===== src/design/bhs_pkg.sv =====
// package: operation codes, controller states and control types for the history stack
`default_nettype none

package bhs_pkg;

    localparam int OP_W        = 2;
    localparam int OUT_ENTRY_W = 32;
    localparam int OCC_W       = 5;

    typedef enum logic [OP_W-1:0] {
        OP_PUSH = 2'd0,
        OP_POP  = 2'd1,
        OP_PEEK = 2'd2
    } t_op;

    typedef enum logic {
        S_IDLE = 1'b0,
        S_EXEC = 1'b1
    } t_state;

    // commands from the controller to the datapath
    typedef struct packed {
        logic load;
        logic exec;
    } t_ctrl;

endpackage

`default_nettype wire


===== src/design/bhs_ctrl.sv =====
// controller state machine: takes one command at a time and steps the datapath
`default_nettype none

module bhs_ctrl
    import bhs_pkg::*;
(
    input  wire logic  i_clk,
    input  wire logic  i_rst_n,
    input  wire logic  i_start,
    output t_ctrl      o_ctrl,
    output logic       o_busy
);

    t_state r_state;
    t_state n_state;

    always_ff @(posedge i_clk) begin
        if (!i_rst_n) begin
            r_state <= S_IDLE;
        end else begin
            r_state <= n_state;
        end
    end

    always_comb begin
        n_state     = r_state;
        o_ctrl.load = 1'b0;
        o_ctrl.exec = 1'b0;
        o_busy      = 1'b0;
        case (r_state)
            S_IDLE: begin
                if (i_start) begin
                    o_ctrl.load = 1'b1;
                    n_state     = S_EXEC;
                end
            end
            S_EXEC: begin
                o_busy      = 1'b1;
                o_ctrl.exec = 1'b1;
                n_state     = S_IDLE;
            end
            default: begin
                n_state = S_IDLE;
            end
        endcase
    end

endmodule

`default_nettype wire


===== src/design/bhs_dp.sv =====
// datapath: circular record store, newest pointer, record count and result registers
`default_nettype none

module bhs_dp
    import bhs_pkg::*;
#(
    parameter int DEPTH       = 16,
    parameter int ENTRY_WIDTH = 32
) (
    input  wire logic                   i_clk,
    input  wire logic                   i_rst_n,
    input  wire t_ctrl                  i_ctrl,
    input  wire logic [OP_W-1:0]        i_op,
    input  wire logic [OUT_ENTRY_W-1:0] i_entry_in,
    output logic                        o_valid,
    output logic                        o_ok,
    output logic [OUT_ENTRY_W-1:0]      o_entry_out,
    output logic [OCC_W-1:0]            o_occupancy,
    output logic                        o_is_empty,
    output logic                        o_is_full
);

    localparam int PTR_W = (DEPTH > 1) ? $clog2(DEPTH) : 1;
    localparam int CNT_W = $clog2(DEPTH + 1);
    localparam logic [PTR_W-1:0] LAST_SLOT = PTR_W'(DEPTH - 1);
    localparam logic [CNT_W-1:0] FULL_CNT  = CNT_W'(DEPTH);

    logic [ENTRY_WIDTH-1:0] mem [DEPTH];

    logic [OP_W-1:0]        r_op;
    logic [ENTRY_WIDTH-1:0] r_entry;
    logic [ENTRY_WIDTH-1:0] r_rd_data;
    logic [PTR_W-1:0]       r_ptr;
    logic [PTR_W-1:0]       n_ptr;
    logic [CNT_W-1:0]       r_cnt;
    logic [CNT_W-1:0]       n_cnt;
    logic                   r_valid;
    logic                   r_ok;
    logic                   n_ok;
    logic [OUT_ENTRY_W-1:0] r_out;
    logic [OUT_ENTRY_W-1:0] n_out;
    logic [OCC_W-1:0]       r_occ;
    logic                   r_empty;
    logic                   r_full;
    logic                   wr_en;
    logic [PTR_W-1:0]       slot_next;
    logic [63:0]            rd_wide;

    assign slot_next = (r_ptr == LAST_SLOT) ? '0 : r_ptr + PTR_W'(1);
    assign rd_wide   = 64'(r_rd_data);

    always_comb begin
        n_ptr = r_ptr;
        n_cnt = r_cnt;
        n_ok  = 1'b0;
        n_out = '0;
        wr_en = 1'b0;
        case (t_op'(r_op))
            OP_PUSH: begin
                wr_en = 1'b1;
                n_ptr = slot_next;
                n_ok  = 1'b1;
                // when full the slot after newest is the oldest, so it is overwritten
                if (r_cnt != FULL_CNT) begin
                    n_cnt = r_cnt + CNT_W'(1);
                end
            end
            OP_POP, OP_PEEK: begin
                if (r_cnt != '0) begin
                    n_ok  = 1'b1;
                    n_out = rd_wide[OUT_ENTRY_W-1:0];
                    if (t_op'(r_op) == OP_POP) begin
                        n_ptr = (r_ptr == '0) ? LAST_SLOT : r_ptr - PTR_W'(1);
                        n_cnt = r_cnt - CNT_W'(1);
                    end
                end
            end
            default: begin
                n_ok = 1'b0;
            end
        endcase
    end

    // store port: write on push, read of the newest slot when the command is taken
    always_ff @(posedge i_clk) begin
        if (i_ctrl.exec && wr_en) begin
            mem[slot_next] <= r_entry;
        end
        if (i_ctrl.load) begin
            r_rd_data <= mem[r_ptr];
        end
    end

    always_ff @(posedge i_clk) begin
        if (i_ctrl.load) begin
            r_op    <= i_op;
            r_entry <= ENTRY_WIDTH'(64'(i_entry_in));
        end
        if (i_ctrl.exec) begin
            r_ok    <= n_ok;
            r_out   <= n_out;
            r_occ   <= OCC_W'(n_cnt);
            r_empty <= (n_cnt == '0);
            r_full  <= (n_cnt == FULL_CNT);
        end
    end

    always_ff @(posedge i_clk) begin
        if (!i_rst_n) begin
            r_ptr   <= '0;
            r_cnt   <= '0;
            r_valid <= 1'b0;
        end else begin
            r_valid <= i_ctrl.exec;
            if (i_ctrl.exec) begin
                r_ptr <= n_ptr;
                r_cnt <= n_cnt;
            end
        end
    end

    assign o_valid     = r_valid;
    assign o_ok        = r_ok;
    assign o_entry_out = r_out;
    assign o_occupancy = r_occ;
    assign o_is_empty  = r_empty;
    assign o_is_full   = r_full;

endmodule

`default_nettype wire


===== src/design/bounded_history_stack_unit.sv =====
// top level: bounded lifo history store that drops the oldest record on overflow
//
// channel   | handshake             | payload
// ----------+-----------------------+------------------------------------------------
// command   | start, busy           | i_op, i_entry_in
// result    | o_valid (one cycle)   | o_ok, o_entry_out, o_occupancy, o_is_empty,
//           |                       | o_is_full
//
// a command is taken when start is high and busy is low; busy is high for the
// one cycle that the datapath executes it, and no new command is taken then.
// the result strobe follows the transfer through the registered read of the
// record store and the registered result; a new command may be taken in the
// strobe cycle. the receiver cannot stall. synchronous reset empties the
// store at once; the store itself is not cleared.
`default_nettype none

module bounded_history_stack_unit
    import bhs_pkg::*;
#(
    parameter int DEPTH       = 16,
    parameter int ENTRY_WIDTH = 32
) (
    input  wire logic                   i_clk,
    input  wire logic                   i_rst_n,
    input  wire logic                   start,
    output logic                        busy,
    input  wire logic [OP_W-1:0]        i_op,
    input  wire logic [OUT_ENTRY_W-1:0] i_entry_in,
    output logic                        o_valid,
    output logic                        o_ok,
    output logic [OUT_ENTRY_W-1:0]      o_entry_out,
    output logic [OCC_W-1:0]            o_occupancy,
    output logic                        o_is_empty,
    output logic                        o_is_full
);

    t_ctrl ctrl;

    bhs_ctrl u_ctrl (
        .i_clk   (i_clk),
        .i_rst_n (i_rst_n),
        .i_start (start),
        .o_ctrl  (ctrl),
        .o_busy  (busy)
    );

    bhs_dp #(
        .DEPTH       (DEPTH),
        .ENTRY_WIDTH (ENTRY_WIDTH)
    ) u_dp (
        .i_clk       (i_clk),
        .i_rst_n     (i_rst_n),
        .i_ctrl      (ctrl),
        .i_op        (i_op),
        .i_entry_in  (i_entry_in),
        .o_valid     (o_valid),
        .o_ok        (o_ok),
        .o_entry_out (o_entry_out),
        .o_occupancy (o_occupancy),
        .o_is_empty  (o_is_empty),
        .o_is_full   (o_is_full)
    );

`ifndef ASSERT_OFF
    a_take_sets_busy: assert property (@(posedge i_clk) disable iff (!i_rst_n)
        start && !busy |=> busy)
        else $error("busy not raised after a command transfer");

    a_result_after_exec: assert property (@(posedge i_clk) disable iff (!i_rst_n)
        o_valid |-> $past(busy))
        else $error("result strobe without an executed command");

    a_fail_zero_entry: assert property (@(posedge i_clk) disable iff (!i_rst_n)
        o_valid && !o_ok |-> o_entry_out == '0)
        else $error("failed operation returned a nonzero record");

    a_flags_exclusive: assert property (@(posedge i_clk) disable iff (!i_rst_n)
        o_valid |-> !(o_is_empty && o_is_full))
        else $error("empty and full reported together");
`endif

endmodule

`default_nettype wire

===== config.mk =====
export PLATFORM = sky130hd
export DESIGN_NAME = bounded_history_stack_unit
export DESIGN_NICKNAME = d
export VERILOG_FILES = /design/src/design/bhs_pkg.sv /design/src/design/bhs_ctrl.sv /design/src/design/bhs_dp.sv /design/src/design/bounded_history_stack_unit.sv
export SDC_FILE = /design/constraint.sdc
export NUM_CORES = 1
export LEC_CHECK = 0
export BUFFER_PORTS_ARGS = -buffer_cell sky130_fd_sc_hd__buf_2
export CAP_MARGIN = 20
export CORE_ASPECT_RATIO = 1.75
export CORE_UTILIZATION = 55
export DETAILED_ROUTE_END_ITERATION = 6
export PLACE_DENSITY = 0.72
export SLEW_MARGIN = 15
export SYNTH_ARGS = -nofsm -noshare
export SYNTH_HDL_FRONTEND = slang
export SYNTH_SLANG_ARGS = --single-unit

===== constraint.sdc =====
create_clock -name i_clk -period 6.9 [get_ports i_clk]
set_input_delay 2.07 -clock i_clk [delete_from_list [all_inputs] [get_ports i_clk]]
set_output_delay 2.07 -clock i_clk [all_outputs]
set_load 0.005 [all_outputs]

-- Yosys cells after proc, flatten, opt, wreduce, memory -nomap -nowiden
Memories as Yosys holds them, arrays and structs flattened. A register that Yosys moved wholly into a read port is not among the register bits.
Index checks and enable logic that the tools add are counted.
- add/subtract/negate cells: 4
- multiply operators: 0
- div/mod/pow operators: 0
- order comparisons: 0
- equality and inequality tests: 7
- shift operators: 0
- mux-type cells: 18
- bitwise operators: 1
- reduce and logical (&&, ||, !) cells: 9
- operators with widths (kind ; count):
    $mux 4 ; 4
    $mux 5 ; 3
    $pmux 5 s2 ; 1
    $pmux 4 s2 ; 1
    $mux 1 ; 7
    $add 5x1->5 const B ; 1
    $eq 5x5->1 const B ; 1
    $logic_not 5->1 ; 1
    $ne 5x5->1 const B ; 1
    $reduce_bool 5->1 ; 1
    $sub 5x1->5 const B ; 1
    $add 4x1->4 const B ; 1
    $eq 4x4->1 const B ; 1
    $logic_not 4->1 ; 1
    $ne 2x1->1 const B ; 2
    $pmux 1 s2 ; 2
    $reduce_and 4->1 ; 1
    $sub 4x1->4 const B ; 1
    $eq 2x1->1 const B ; 1
    $eq 2x2->1 const B ; 1
    $logic_not 2->1 ; 1
    $reduce_and 2->1 ; 1
    $reduce_bool 2->1 ; 1
    $reduce_or 2->1 ; 1
    2 further kinds ; 2
- register bits after elaboration: 85
- latch bits: 0
- RAM bits: 512
- ROM bits: 0
- input bits: 37
- output and inout bits: 42
- logic and storage cells: 51
- memories kept: 1
- memory list (name ; depth ; bits a word ; read ports ; clocked after memory_dff ; write ports ; line ; source):
    u_dp.mem ; 16 ; 32 ; 1 ; 1 ; 1 ; bhs_dp.sv:28 ; logic [ENTRY_WIDTH-1:0] mem [DEPTH];

-- Logic depth before layout (Yosys ltp)
Gate-level depths: netlist of run 1.
- depth after elaboration: 5
- gate-level depth with buffers: 10
- mapped depth without buffers: 8

-- By module
Synthesis of run 1 repeated with hierarchy kept, for this count alone.
- cells, all modules: 1022
- area total of the unflattened synthesis: 23761.5 um^2
- modules (own cells, without submodules) (module ; instances ; cells each ; area each (um^2) ; seq. area each (um^2)):
    bhs_dp ; 1 ; 1017 ; 23711.5 ; 18758.0
    bhs_ctrl ; 1 ; 5 ; 50.0 ; 20.0

-- Worst setup path before layout of run 1
OpenSTA, ideal clock, no wires.
- kind: input-to-reg
- start point: input start
- end point: register u_dp.r_entry[0] (enable)
- setup time: 498 ps
- arrival time: 4989 ps
- data required time: 6402 ps
- path slack: 1413 ps
- stages on the path: 1
- path buffers: 0
- cells stage by stage: nor2b_1
- longest elaborated chain between the ends: 2
- RTL lines (item ; line ; source):
    start: declaration ; bounded_history_stack_unit.sv:25 ; input wire logic start,
    $mux 1 ; bhs_ctrl.sv:32 ; if (i_start) begin
    $mux 1 ; bhs_ctrl.sv:30 ; case (r_state)
    end signal: assignment ; bhs_dp.sv:97 ; r_entry <= ENTRY_WIDTH'(64'(i_entry_in));
    end: declaration ; bhs_dp.sv:31 ; logic [ENTRY_WIDTH-1:0] r_entry;
Every way passes these cells.
A chain may end at the register's enable or synchronous reset.

-- Final worst setup path of run 1
- start point: register u_dp.r_ptr[1]
- end point: memory u_dp.mem[3][22] (enable)
- longest elaborated chain between the ends: 2
- elaborated cells on any way between the ends: 3
- those cells by class: add/sub: 1; eq/ne: 1; mux: 1
- RTL lines (item ; line ; source):
    start: declaration ; bhs_dp.sv:33 ; logic [PTR_W-1:0] r_ptr;
    start signal: assignment ; bhs_dp.sv:116 ; r_ptr <= n_ptr;
    $add 4x1->4 or $eq 4x4->1 (tied branches) ; bhs_dp.sv:49 ; assign slot_next = (r_ptr == LAST_SLOT) ? '0 : r_ptr + PTR_W'(1);
    $mux 4 * ; bhs_dp.sv:49 ;
    end: declaration ; bhs_dp.sv:28 ;
Mark *: on every way between the ends. The rest lies on a longest branch, timed or not.

==> run_results.csv, run 1 <==
group,metric,value,unit
critical_path,crit_type,"flip-flop to flip-flop",
sta,setup_tns,0,ns
hold_path,min_path_cells,1,
detailed_routing,wl,47.33,mm
clocking,htreeDepth,2,
critical_path,end_kind,"flip-flop",
synth,synth_cell_types,45,
floorplan,initial_utilization,55.93,%
global_routing,antenna_found_initial,1,
sta,fin_worst_skew,0.02723,ns
detailed_routing,drc,0,
power_and_ir_drop,power.share.switching,20.33,%
run,maxCapViolations,0,
sta,whs,0.5506,ns
cells_and_area,drive_above_1_share,30.83,%
cells_and_area,post-route-util,63.16,%
sta,period_share,50.29,%
power_and_ir_drop,internal_power,0.005984,W
sta,relSlewSlack,31.34,%
power_and_ir_drop,power,0.007512,W
critical_path,r2r-end,"u_dp.mem[3][22]",
place,place.gp.congestion,0.7516,
clocking,hold_buffers,0,
global_routing,grt_pass1_wl,71.15,mm
clocking,cts_tree,"built",
synth,yosys_register_bits,629,
critical_path,rrSetupSlack,3.43,ns
power_and_ir_drop,vdd_ir_drop_max,223.8,uV
critical_path,worst-endpoint-arrival,3.77,ns
detailed_routing,vias_per_cell,6.139,
synth,synth_area_leaders,"edfxtp_1, mux4_2, dfxtp_1",
hold_path,min-delay-start,"u_dp.r_rd_data[27]",
detailed_routing,first_iter_violations,1178,
place,dp_hpwl,27.31,mm
place,port_buffers,78,
cells_and_area,final_cells,1746,
floorplan,pin_count,79,
detailed_routing,ant_nets,0,
sta,post-route-min-period,3.470,ns
detailed_routing,routedWlPerCell,27.10,um
sta,hold_violations,0,
hold_path,hold_path.class,"flip-flop to flip-flop",
floorplan,die_x,159.2,um
cells_and_area,final_cell_mix,"edfxtp_1, mux4_2, buf_2",
synth,syn_nets,1083,
synth,syn_area,0.02379,sq mm
critical_path,crit_path_max_fanout,68,
global_routing,grt.overflow.total,0,
floorplan,rows,100,
synth,ys_warn_count,0,
clocking,cts_resized,0,
critical_path,critPathRequiredTime,7.20,ns
floorplan,core_area,0.04254,sq mm
clocking,root_buffer,"clkbuf_16",
power_and_ir_drop,p_leak,8.451,nW
clocking,clkLatencyLatePin,0.61,ns
cells_and_area,syn_to_final_growth,12.91,%
synth,synth_top_cell_by_area,"edfxtp_1",
clocking,cts.sinks,629,
clocking,cts_made_buffers,54,
detailed_routing,vias,10720,
place,place_inst,1646,
sta,setup_violations,0,
sta,clock.fmax,288.2,MHz
clocking,clock_path_buffers,3,
clocking,clkTransAtPathRegs,0.06,ns
global_routing,grt_max_degree,70,
status,outcome,"complete, no violations",
sta,worstMarginPinSlew,1.028,ns
cells_and_area,fin_nets,1191,
power_and_ir_drop,pwr-share-comb,4.0,%
power_and_ir_drop,p_sw,0.001527,W
global_routing,grt_pass1_vias,11410,
floorplan,die_y,277.2,um
critical_path,critPathLaunchType,"flip-flop",
synth,ys_seq_area_share,78.92,%
critical_path,r2r_cells,8,
floorplan,die-area,0.04413,sq mm
synth,synthCells,1034,
detailed_routing,dr.pass1.iters,5,
synth,synth_top_area_share,77.99,%
hold_path,holdPathEnd,"u_dp.o_entry_out[27]",
power_and_ir_drop,p_per_area,279.6,mW/mm^2
power_and_ir_drop,pwr-share-clk,38.4,%
sta,drv_slew,0,
synth,syn_avg_cell_area,23.01,sq um
sta,grt_setup_unrepaired,"false",
critical_path,timing.rr.start,"u_dp.r_ptr[1]",
cells_and_area,final_common_cell,"edfxtp_1",
global_routing,grt_usage,22.32,%
clocking,postCtsSetupBuffers,0,
power_and_ir_drop,seqPwrFrac,57.6,%
critical path, cell delays in order, from the launching register on:
cell	delay (ns)
dfxtp_4	1.00
ha_1	0.47
a21oi_1	0.06
o21ai_0	0.17
o31ai_1	0.13
nand2b_1	0.39
nor2_4	0.55
buf_16	0.22
buf_16	0.16
cell usage after synthesis:
| master | n |
|---|---|
| inv_1 | 15 |
| nor4bb_1 | 1 |
| mux4_2 | 160 |
| nor3_1 | 3 |
| o31a_1 | 1 |
| nor2_1 | 30 |
| nand3_1 | 6 |
| o32ai_1 | 1 |
| a311oi_1 | 1 |
| nand2b_1 | 4 |
| o21bai_1 | 1 |
| and3_1 | 35 |
| buf_2 | 12 |
| o21ai_0 | 10 |
| and2_1 | 2 |
| o2111ai_1 | 1 |
| nor4b_1 | 1 |
| xnor2_1 | 3 |
| or4b_4 | 1 |
| buf_6 | 3 |
| edfxtp_1 | 618 |
| a221oi_1 | 1 |
| nor2b_1 | 7 |
| a31oi_1 | 1 |
| and2_4 | 1 |
| a221oi_2 | 1 |
| ha_1 | 12 |
| o22ai_1 | 1 |
| buf_4 | 7 |
| buf_1 | 7 |
| o221a_2 | 1 |
| o221ai_1 | 1 |
| o22a_1 | 1 |
| o211ai_1 | 3 |
| or4b_2 | 1 |
| dfxtp_1 | 11 |
| clkbuf_1 | 26 |
| nand2_1 | 19 |
| nand3b_1 | 2 |
| or3_1 | 1 |
| o31ai_1 | 1 |
| a211oi_1 | 4 |
| a21oi_1 | 13 |
| o311a_1 | 1 |
| a22oi_1 | 2 |
state kept, by name (all words and copies together), names as in the netlist:
signal            cells
u_dp.o_valid          1
u_dp.r_ptr            4
u_dp.mem            512
u_dp.r_cnt            5
u_dp.r_rd_data       32
u_dp.r_op             2
u_dp.o_is_full        1
u_ctrl.r_state        1
u_dp.o_entry_out     32
u_dp.o_occupancy      5
u_dp.o_is_empty       1
u_dp.o_ok             1
u_dp.r_entry         32
cell type report:
type	count	area (sq um)
Antenna cell	1	2.502
Clock inverter	34	272.8
Multi-Input combinational cell	335	4817
Clock buffer	64	1389
Tap cell	561	701.9
Inverter	15	56.30
Sequential cell	629	18790
Timing Repair Buffer	107	838.3
Fill cell	2845	15670
per-layer routing:
layer	track usage (%)	part of all wire (%)
met3	2.995	5.5
met5	0	0
met2	39.93	54
met4	9.270	3.6
met1	27.33	37
metrics by stage:
stage / area (sq um) / setup WS, ns
after global placement: 24880 / 2.827
after CTS: 26840 / 3.382
after global routing: 26860 / 3.208
after detailed placement: 25180 / 2.768
final: 26870 / 3.430
after floorplan: 23790 / 1.413
cell families (layout without fill, tap and decap cells):
logic type	after synthesis	in the layout	synth area share (%)
buffers and inverters	70	220	1.372
adder cells (fa/ha/maj)	12	12	0.6310
multiplexers	160	160	15.14
AO/OA/AOI/OAI	46	46	1.294
other	0	1	0
AND/OR/NAND/NOR	114	114	2.529
XOR/XNOR	3	3	0.1104
flip-flops	629	629	78.92
power groups by stage:
stage	Combinational (W)	Sequential [W]	Clock [W]
6_report	0.000299	0.00433	0.00288
5_1_grt	0.000321	0.00434	0.00307
4_1_cts	0.000304	0.00433	0.00294
3_5_place_dp	0.000303	0.00441	0
3_3_place_gp	0.000296	0.00441	0
2_1_floorplan	0.000219	0.00438	0
worst max path at each step:
stage	end	slack, ns	start
2_1_floorplan	u_dp.r_entry[0]	1.41	start
3_3_place_gp	u_dp.r_rd_data[15]	2.83	start
3_5_place_dp	u_dp.r_rd_data[3]	2.77	start
4_1_cts	u_dp.mem[3][21]	3.38	u_dp.r_ptr[1]
5_1_grt	u_dp.mem[3][28]	3.21	u_dp.r_ptr[1]
6_report	u_dp.mem[3][22]	3.43	u_dp.r_ptr[1]
No activity file was read; power rests on OpenSTA's default activity.
==> run 2, diff against run 1 <==
--- a/config.mk
+++ b/config.mk
@@ -5,12 +5,13 @@
 export SDC_FILE = /design/constraint.sdc
 export NUM_CORES = 1
 export LEC_CHECK = 0
+export ABC_AREA = 1
 export BUFFER_PORTS_ARGS = -buffer_cell sky130_fd_sc_hd__buf_2
 export CAP_MARGIN = 20
 export CORE_ASPECT_RATIO = 1.75
 export CORE_UTILIZATION = 55
 export DETAILED_ROUTE_END_ITERATION = 6
-export PLACE_DENSITY = 0.72
+export PLACE_DENSITY = 0.75
 export SLEW_MARGIN = 15
 export SYNTH_ARGS = -nofsm -noshare
 export SYNTH_HDL_FRONTEND = slang
==> constraint.sdc (replaced) <==
create_clock -name i_clk -period 3 [get_ports i_clk]
set_input_delay 0.9 -clock i_clk [delete_from_list [all_inputs] [get_ports i_clk]]
set_output_delay 0.9 -clock i_clk [all_outputs]
set_load 0.005 [all_outputs]
==> run 2 against run 1 <==
Via count rose by 39%. Worst hold slack got worse by 0.075 ns. Fmax is 40% higher. Sequential share of layout area decreased by 0.72 points. Clock skew fell by 0.0033 ns. Synthesized area is 2.2% higher. Total power is 130% higher. Die area increased by 2.2%. Non-clock buffer count rose by 13. Critical endpoint is now u_dp.r_rd_data[9]. Sequential power is 130% higher. Critical path type unchanged.
==> run_results.csv, run 2 <==
group,metric,value,unit
clocking,htreeDepth,2,
global_routing,grtUsageMet1,30.23,%
global_routing,grt.overflow.total,0,
synth,synth_flop_cell,"edfxtp_1",
cells_and_area,drive_above_1_share,12.00,%
power_and_ir_drop,p_leak,9.193,nW
cells_and_area,final_cell_mix,"edfxtp_1, nor2_1, o21ai_0",
sta,hold_violations,0,
sta,drv_slew,0,
sta,relSlewSlack,42.48,%
critical_path,critPathLaunchType,"flip-flop",
clocking,cts_resized,0,
power_and_ir_drop,vdd_ir_drop_max,500.0,uV
cells_and_area,fillers,3113,
critical_path,worst-endpoint-arrival,2.92,ns
detailed_routing,dr.pass1.iters,5,
hold_path,hold_path.class,"primary input to flip-flop",
critical_path,crit_path_max_fanout,147,
clocking,hold_buffers,0,
power_and_ir_drop,power,0.01761,W
global_routing,grt_util_met3,3.222,%
place,place.gp.congestion,0.8239,
floorplan,die-area,0.04509,sq mm
detailed_routing,ant_nets,0,
global_routing,grt.busiest_layer,"met2",
status,outcome,"complete, no violations",
clocking,cts.sinks,629,
sta,setup_tns,0,ns
clocking,clkTransAtPathRegs,0.07,ns
floorplan,die_x,160.9,um
synth,synthCells,1771,
sta,period_share,82.64,%
synth,synth_edf_count,618,
critical_path,crit_type,"flip-flop to flip-flop",
global_routing,grt_usage,25.16,%
sta,setup_violations,0,
global_routing,grt_pass1_wl,84.83,mm
clocking,cts_tree,"built",
run,maxCapViolations,0,
floorplan,initial_utilization,55.93,%
global_routing,antenna_found_initial,0,
synth,synth_area_leaders,"edfxtp_1, nor2_1, o21ai_0",
synth,synth_cell_types,37,
sta,clock.fmax,403.4,MHz
detailed_routing,routedWlPerCell,22.92,um
place,port_buffers,78,
synth,yosys_register_bits,629,
floorplan,die_y,280.2,um
global_routing,grt_max_degree,148,
global_routing,grt_pass1_vias,14870,
cells_and_area,n_antenna_cell,0,
sta,fin_worst_skew,0.02389,ns
clocking,clock_path_buffers,3,
clocking,clkLatencyLatePin,0.60,ns
synth,ys_top_cells_by_count,"edfxtp_1, nor2_1, o21ai_0",
sta,post-route-min-period,2.479,ns
sta,worstMarginPinSlew,0.8608,ns
floorplan,core_area,0.04347,sq mm
synth,synthMostInstantiatedCell,"edfxtp_1",
floorplan,pin_count,79,
detailed_routing,first_iter_violations,1655,
detailed_routing,vias_per_cell,6.085,
synth,synthArstFlopShare,0,%
critical_path,critPathRequiredTime,3.44,ns
clocking,postCtsSetupBuffers,0,
sta,grt_setup_unrepaired,"false",
detailed_routing,wl,56.13,mm
synth,synth_top_cell_by_area,"edfxtp_1",
synth,syn_nets,1820,
clocking,cts_made_buffers,52,
cells_and_area,final_common_cell,"edfxtp_1",
critical_path,end_kind,"flip-flop",
synth,ys_seq_area_share,77.23,%
synth,ys_warn_count,0,
clocking,root_buffer,"clkbuf_16",
place,dp_hpwl,30.72,mm
detailed_routing,vias,14900,
synth,syn_area,0.02432,sq mm
cells_and_area,top_register,"u_dp.mem",
cells_and_area,fin_nets,1891,
global_routing,use_met2,44.19,%
detailed_routing,drc,0,
cells_and_area,syn_to_final_growth,11.63,%
synth,syn_avg_cell_area,13.73,sq um
synth,synth_top_area_share,76.32,%
cells_and_area,largest_reg_flops,512,
power_and_ir_drop,p_per_area,648.7,mW/mm^2
floorplan,rows,101,
[run 2: changes by cell type after synthesis, moves of 19 or more]
cell / before / now
and3_1: 35 / 0
buf_2: 12 / 31
inv_1: 15 / 61
mux4_2: 160 / 0
nand2_1: 19 / 172
nand4_1: 0 / 35
nor2_1: 30 / 318
o21ai_0: 10 / 199
o21ai_1: 0 / 70
o22ai_1: 1 / 128
[run 2: per-layer routing]
layer,up-vias,share of wire [%]
met5,-,0
met4,0,4.7
met3,190,7.1
met2,793,52
met1,7286,36
li1,6632,-
[run 2: cells by family after synthesis]
family | count (synthesis) | synth area share [%]
and+or+nand+nor | 544 | 9.010
DFF | 629 | 77.23
buffers and inverters | 167 | 3.715
AOI/OAI and AO/OA | 416 | 9.293
xor gates and xnor gates | 3 | 0.1390
adders and majority gates | 12 | 0.6175
[run 2: cell type report]
class                   count  area (sq um)  share of cell area [%]
repair buffers            120         943.4                   3.475
clock buffers              68          1424                   5.245
multi-input cells         975          4785                   17.63
flip-flops and latches    629         18790                   69.21
inverters                  64         249.0                  0.9173
well taps                 566         708.2                   2.609
clock inverters            27         249.0                  0.9173
[run 2: through the flow]
| step | setup slack [ns] | std cells | area [sq um] | hold slack (ns) | utilization (%) |
|---|---|---|---|---|---|
| finish | 0.5208 | 2449 | 27140 | 0.4760 | 62.44 |
| global route | 0.4446 | 2449 | 27140 | 0.4659 | 62.44 |
| CTS | 0.5437 | 2449 | 27140 | 0.4603 | 62.44 |
| detailed placement | 0.6526 | 2354 | 25470 | 0.5308 | 58.59 |
| global placement | 0.6965 | 2354 | 25470 | 0.5257 | 58.59 |
| floorplan | 0.009433 | 1771 | 24320 | 0.5191 | - |
[run 2: final timing paths]
kind	cells after the start	end	startpoint	slack [ns]
min	1	u_dp.r_entry[18]	i_entry_in[18]	0.48
max reg2reg	6	u_dp.r_rd_data[9]	u_dp.r_ptr[0]	0.52
max	6	u_dp.r_rd_data[9]	u_dp.r_ptr[0]	0.52
min reg2reg	2	u_dp.o_entry_out[15]	u_dp.r_rd_data[15]	0.55
[run 2: worst max-delay path, cell delays in order (launching register included)]
cell and delay (ns):
dfxtp_4 0.42, buf_12 0.36, buf_12 0.44, o21ai_0 0.28, o22ai_1 0.27, nand2_1 0.08, nand4_1 0.12
[run 2: power breakdown]
part	switching, W	internal [W]
clock	0.00303	0.00369
combinational	0.000639	0.000286
sequential	0.000152	0.00981
total	0.00382	0.0138
==> run 3, diff against run 2 <==
==> constraint.sdc (replaced) <==
create_clock -name i_clk -period 2.02 [get_ports i_clk]
set_input_delay 0.606 -clock i_clk [delete_from_list [all_inputs] [get_ports i_clk]]
set_output_delay 0.606 -clock i_clk [all_outputs]
set_load 0.005 [all_outputs]
==> run 3 against run 2 <==
Final cell count up 1.6%. Clock skew down 0.0043 ns. Critical path type unchanged. Flip-flop and latch count unchanged. Worst hold slack worse by 0.28 ns. Largest power group unchanged. Die area unchanged. Worst setup slack worse by 0.48 ns. Count of clock-buffer cells in the layout down 6. Register-to-register slack worse by 0.48 ns. Sequential power up 49%. First-iteration DRC count up 16%. Via count up 1.4%.
==> run_results.csv, run 3 (same netlist as run 2, synthesis figures left out) <==
group,metric,value,unit
power_and_ir_drop,pwr-share-clk,38.4,%
clocking,clkLatencyLatePin,0.59,ns
critical_path,path_buf_inv,3,
global_routing,grt_pass1_wl,87.40,mm
cells_and_area,fillers,2999,
global_routing,grt.overflow.total,0,
clocking,clkTransAtPathRegs,0.07,ns
power_and_ir_drop,power.share.switching,21.44,%
power_and_ir_drop,internal_power,0.02079,W
cells_and_area,final_common_cell,"edfxtp_1",
cells_and_area,n_antenna_cell,0,
floorplan,initial_utilization,55.93,%
power_and_ir_drop,p_leak,9.592,nW
critical_path,crit_path_cell_trace,"buf_6, nand3_4, xor2_4, o21ai_4, or2_4, nor2_4, buf_6, buf_16",
cells_and_area,register_area,0.01879,sq mm
sta,hold_violations,0,
critical_path,max_stage_delay,0.36,ns
cells_and_area,drive_above_1_share,14.32,%
detailed_routing,wl,57.79,mm
critical_path,crit_path_max_fanout,11,
place,place_area,0.02610,sq mm
cells_and_area,final_cell_mix,"edfxtp_1, nor2_1, o21ai_0",
floorplan,die_y,280.2,um
global_routing,grt_max_degree,105,
power_and_ir_drop,vdd_ir_drop_max,692.9,uV
critical_path,critPathTopFamily,"simple AND/OR/NAND/NOR gates",
detailed_routing,routedWlPerCell,23.23,um
cells_and_area,largest_reg_flops,512,
sta,fin_worst_skew,0.01958,ns
sta,grt_setup_unrepaired,"false",
power_and_ir_drop,seqPwrFrac,55.9,%
clocking,cts_made_buffers,52,
critical_path,critPathLaunchType,"flip-flop",
cells_and_area,design_area,0.02802,sq mm
clocking,root_buffer,"clkbuf_16",
clocking,cts_tree,"built",
sta,post-route-min-period,1.974,ns
floorplan,rows,101,
sta,whs,0.1921,ns
sta,relSlewSlack,60.98,%
power_and_ir_drop,p_sw,0.005673,W
floorplan,pin_count,79,
critical_path,crit_slowest_cell,"dfxtp_4",
cells_and_area,fin_nets,1930,
cells_and_area,multi_input_area,0.004851,sq mm
power_and_ir_drop,pwr-share-comb,5.7,%
cells_and_area,top_register,"u_dp.mem",
detailed_routing,vias,15110,
sta,worstMarginPinSlew,0.5853,ns
detailed_routing,vias_per_cell,6.076,
global_routing,antenna_found_initial,0,
power_and_ir_drop,p_per_area,944.3,mW/mm^2
global_routing,grt_pass1_vias,15340,
detailed_routing,drc,0,
cells_and_area,syn_to_final_growth,15.25,%
clocking,hold_buffers,0,
sta,drv_slew,0,
sta,setup_slack,0.04575,ns
hold_path,hold_path.class,"primary input to flip-flop",
place,port_buffers,78,
critical_path,end_kind,"flip-flop",
sta,period_share,97.74,%
floorplan,die_x,160.9,um
clocking,cts.sinks,629,
detailed_routing,ant_nets,0,
floorplan,die-area,0.04509,sq mm
detailed_routing,dr.pass1.iters,5,
clocking,htreeDepth,2,
clocking,clock_path_buffers,3,
cells_and_area,final_cells,2487,
critical_path,critPathRequiredTime,2.30,ns
place,place.gp.congestion,0.8404,
sta,clock.fmax,506.5,MHz
place,place_inst,2383,
global_routing,grt_usage,25.83,%
sta,setup_violations,0,
run,maxCapViolations,0,
place,pre_cts_slack,-0.05183,ns
detailed_routing,first_iter_violations,1927,
floorplan,core_area,0.04347,sq mm
critical_path,crit_top_cell,"buf_6",
critical_path,crit_type,"flip-flop to flip-flop",
critical_path,worst-endpoint-arrival,2.26,ns
place,dp_hpwl,31.40,mm
status,outcome,"complete, no violations",
==> run 3: cell count changes in the layout (fill, tap and decap cells not counted), sizes merged, moves of 3 or more <==
cell	before	now
clkinv	19	24
clkinvlp	5	0
buf	120	157
bufinv	4	7
clkbuf	68	62
==> run 3: repair_timing <==
action | 4_1_cts | 5_1_grt
buffers inserted | 5 | 2
cloned | 3 | 0
setup endpoints to repair | 44 | 210
resized for setup | 7 | 7
pin swaps | 1 | 5
==> run 3: final timing paths <==
path              slack [ns]              endpoint               start  cells after the start
hold reg to reg         0.54  u_dp.o_entry_out[20]  u_dp.r_rd_data[20]                      2
setup / recovery        0.05      u_dp.mem[10][12]       u_dp.r_ptr[0]                      8
setup reg to reg        0.05      u_dp.mem[10][12]       u_dp.r_ptr[0]                      8
hold / removal          0.19       u_dp.r_entry[3]       i_entry_in[3]                      1
==> run 3: cell type report <==
type                            instances  area share (%)
Clock inverter                         32           1.205
Sequential cell                       629           67.05
Tap cell                              566           2.527
Multi-Input combinational cell        975           17.31
Clock buffer                           62           4.853
Inverter                               64          0.9063
Timing Repair Buffer                  159           6.152
==> run 3: worst register-to-register path, stage by stage (launching register included) <==
cell and delay, ns:
dfxtp_4 0.36, buf_6 0.15, nand3_4 0.09, xor2_4 0.20
o21ai_4 0.11, or2_4 0.32, nor2_4 0.14, buf_6 0.14
buf_16 0.16
==> run 3: power by group through the flow <==
stage	combinational, W	clock (W)	sequential, W
global placement	0.00139	0	0.0151
global route	0.00165	0.0107	0.0148
CTS	0.00150	0.0103	0.0148
detailed placement	0.00144	0	0.0151
finish	0.00151	0.0102	0.0148
floorplan	0.000964	0	0.0150
==> run 3: routing by layer <==
layer / GRT usage, % / vias to the layer above / wire, um
met2: 45.38 / 807 / 30030
met5: 0 / - / 0
met4: 12.65 / 0 / 2573
li1: - / 6707 / -
met1: 31.44 / 7425 / 20910
met3: 3.222 / 172 / 4266
==> run 3: per-stage QoR <==
| stage | power (W) | util (%) | setup TNS, ns |
|---|---|---|---|
| after floorplan | 0.01596 | - | -35.38 |
| after CTS | 0.02655 | 64.34 | -0.007353 |
| after global routing | 0.02718 | 64.47 | 0 |
| final | 0.02646 | 64.47 | 0 |
| after detailed placement | 0.01651 | 60.03 | -0.4409 |
| after global placement | 0.01645 | 60.03 | -0.04322 |
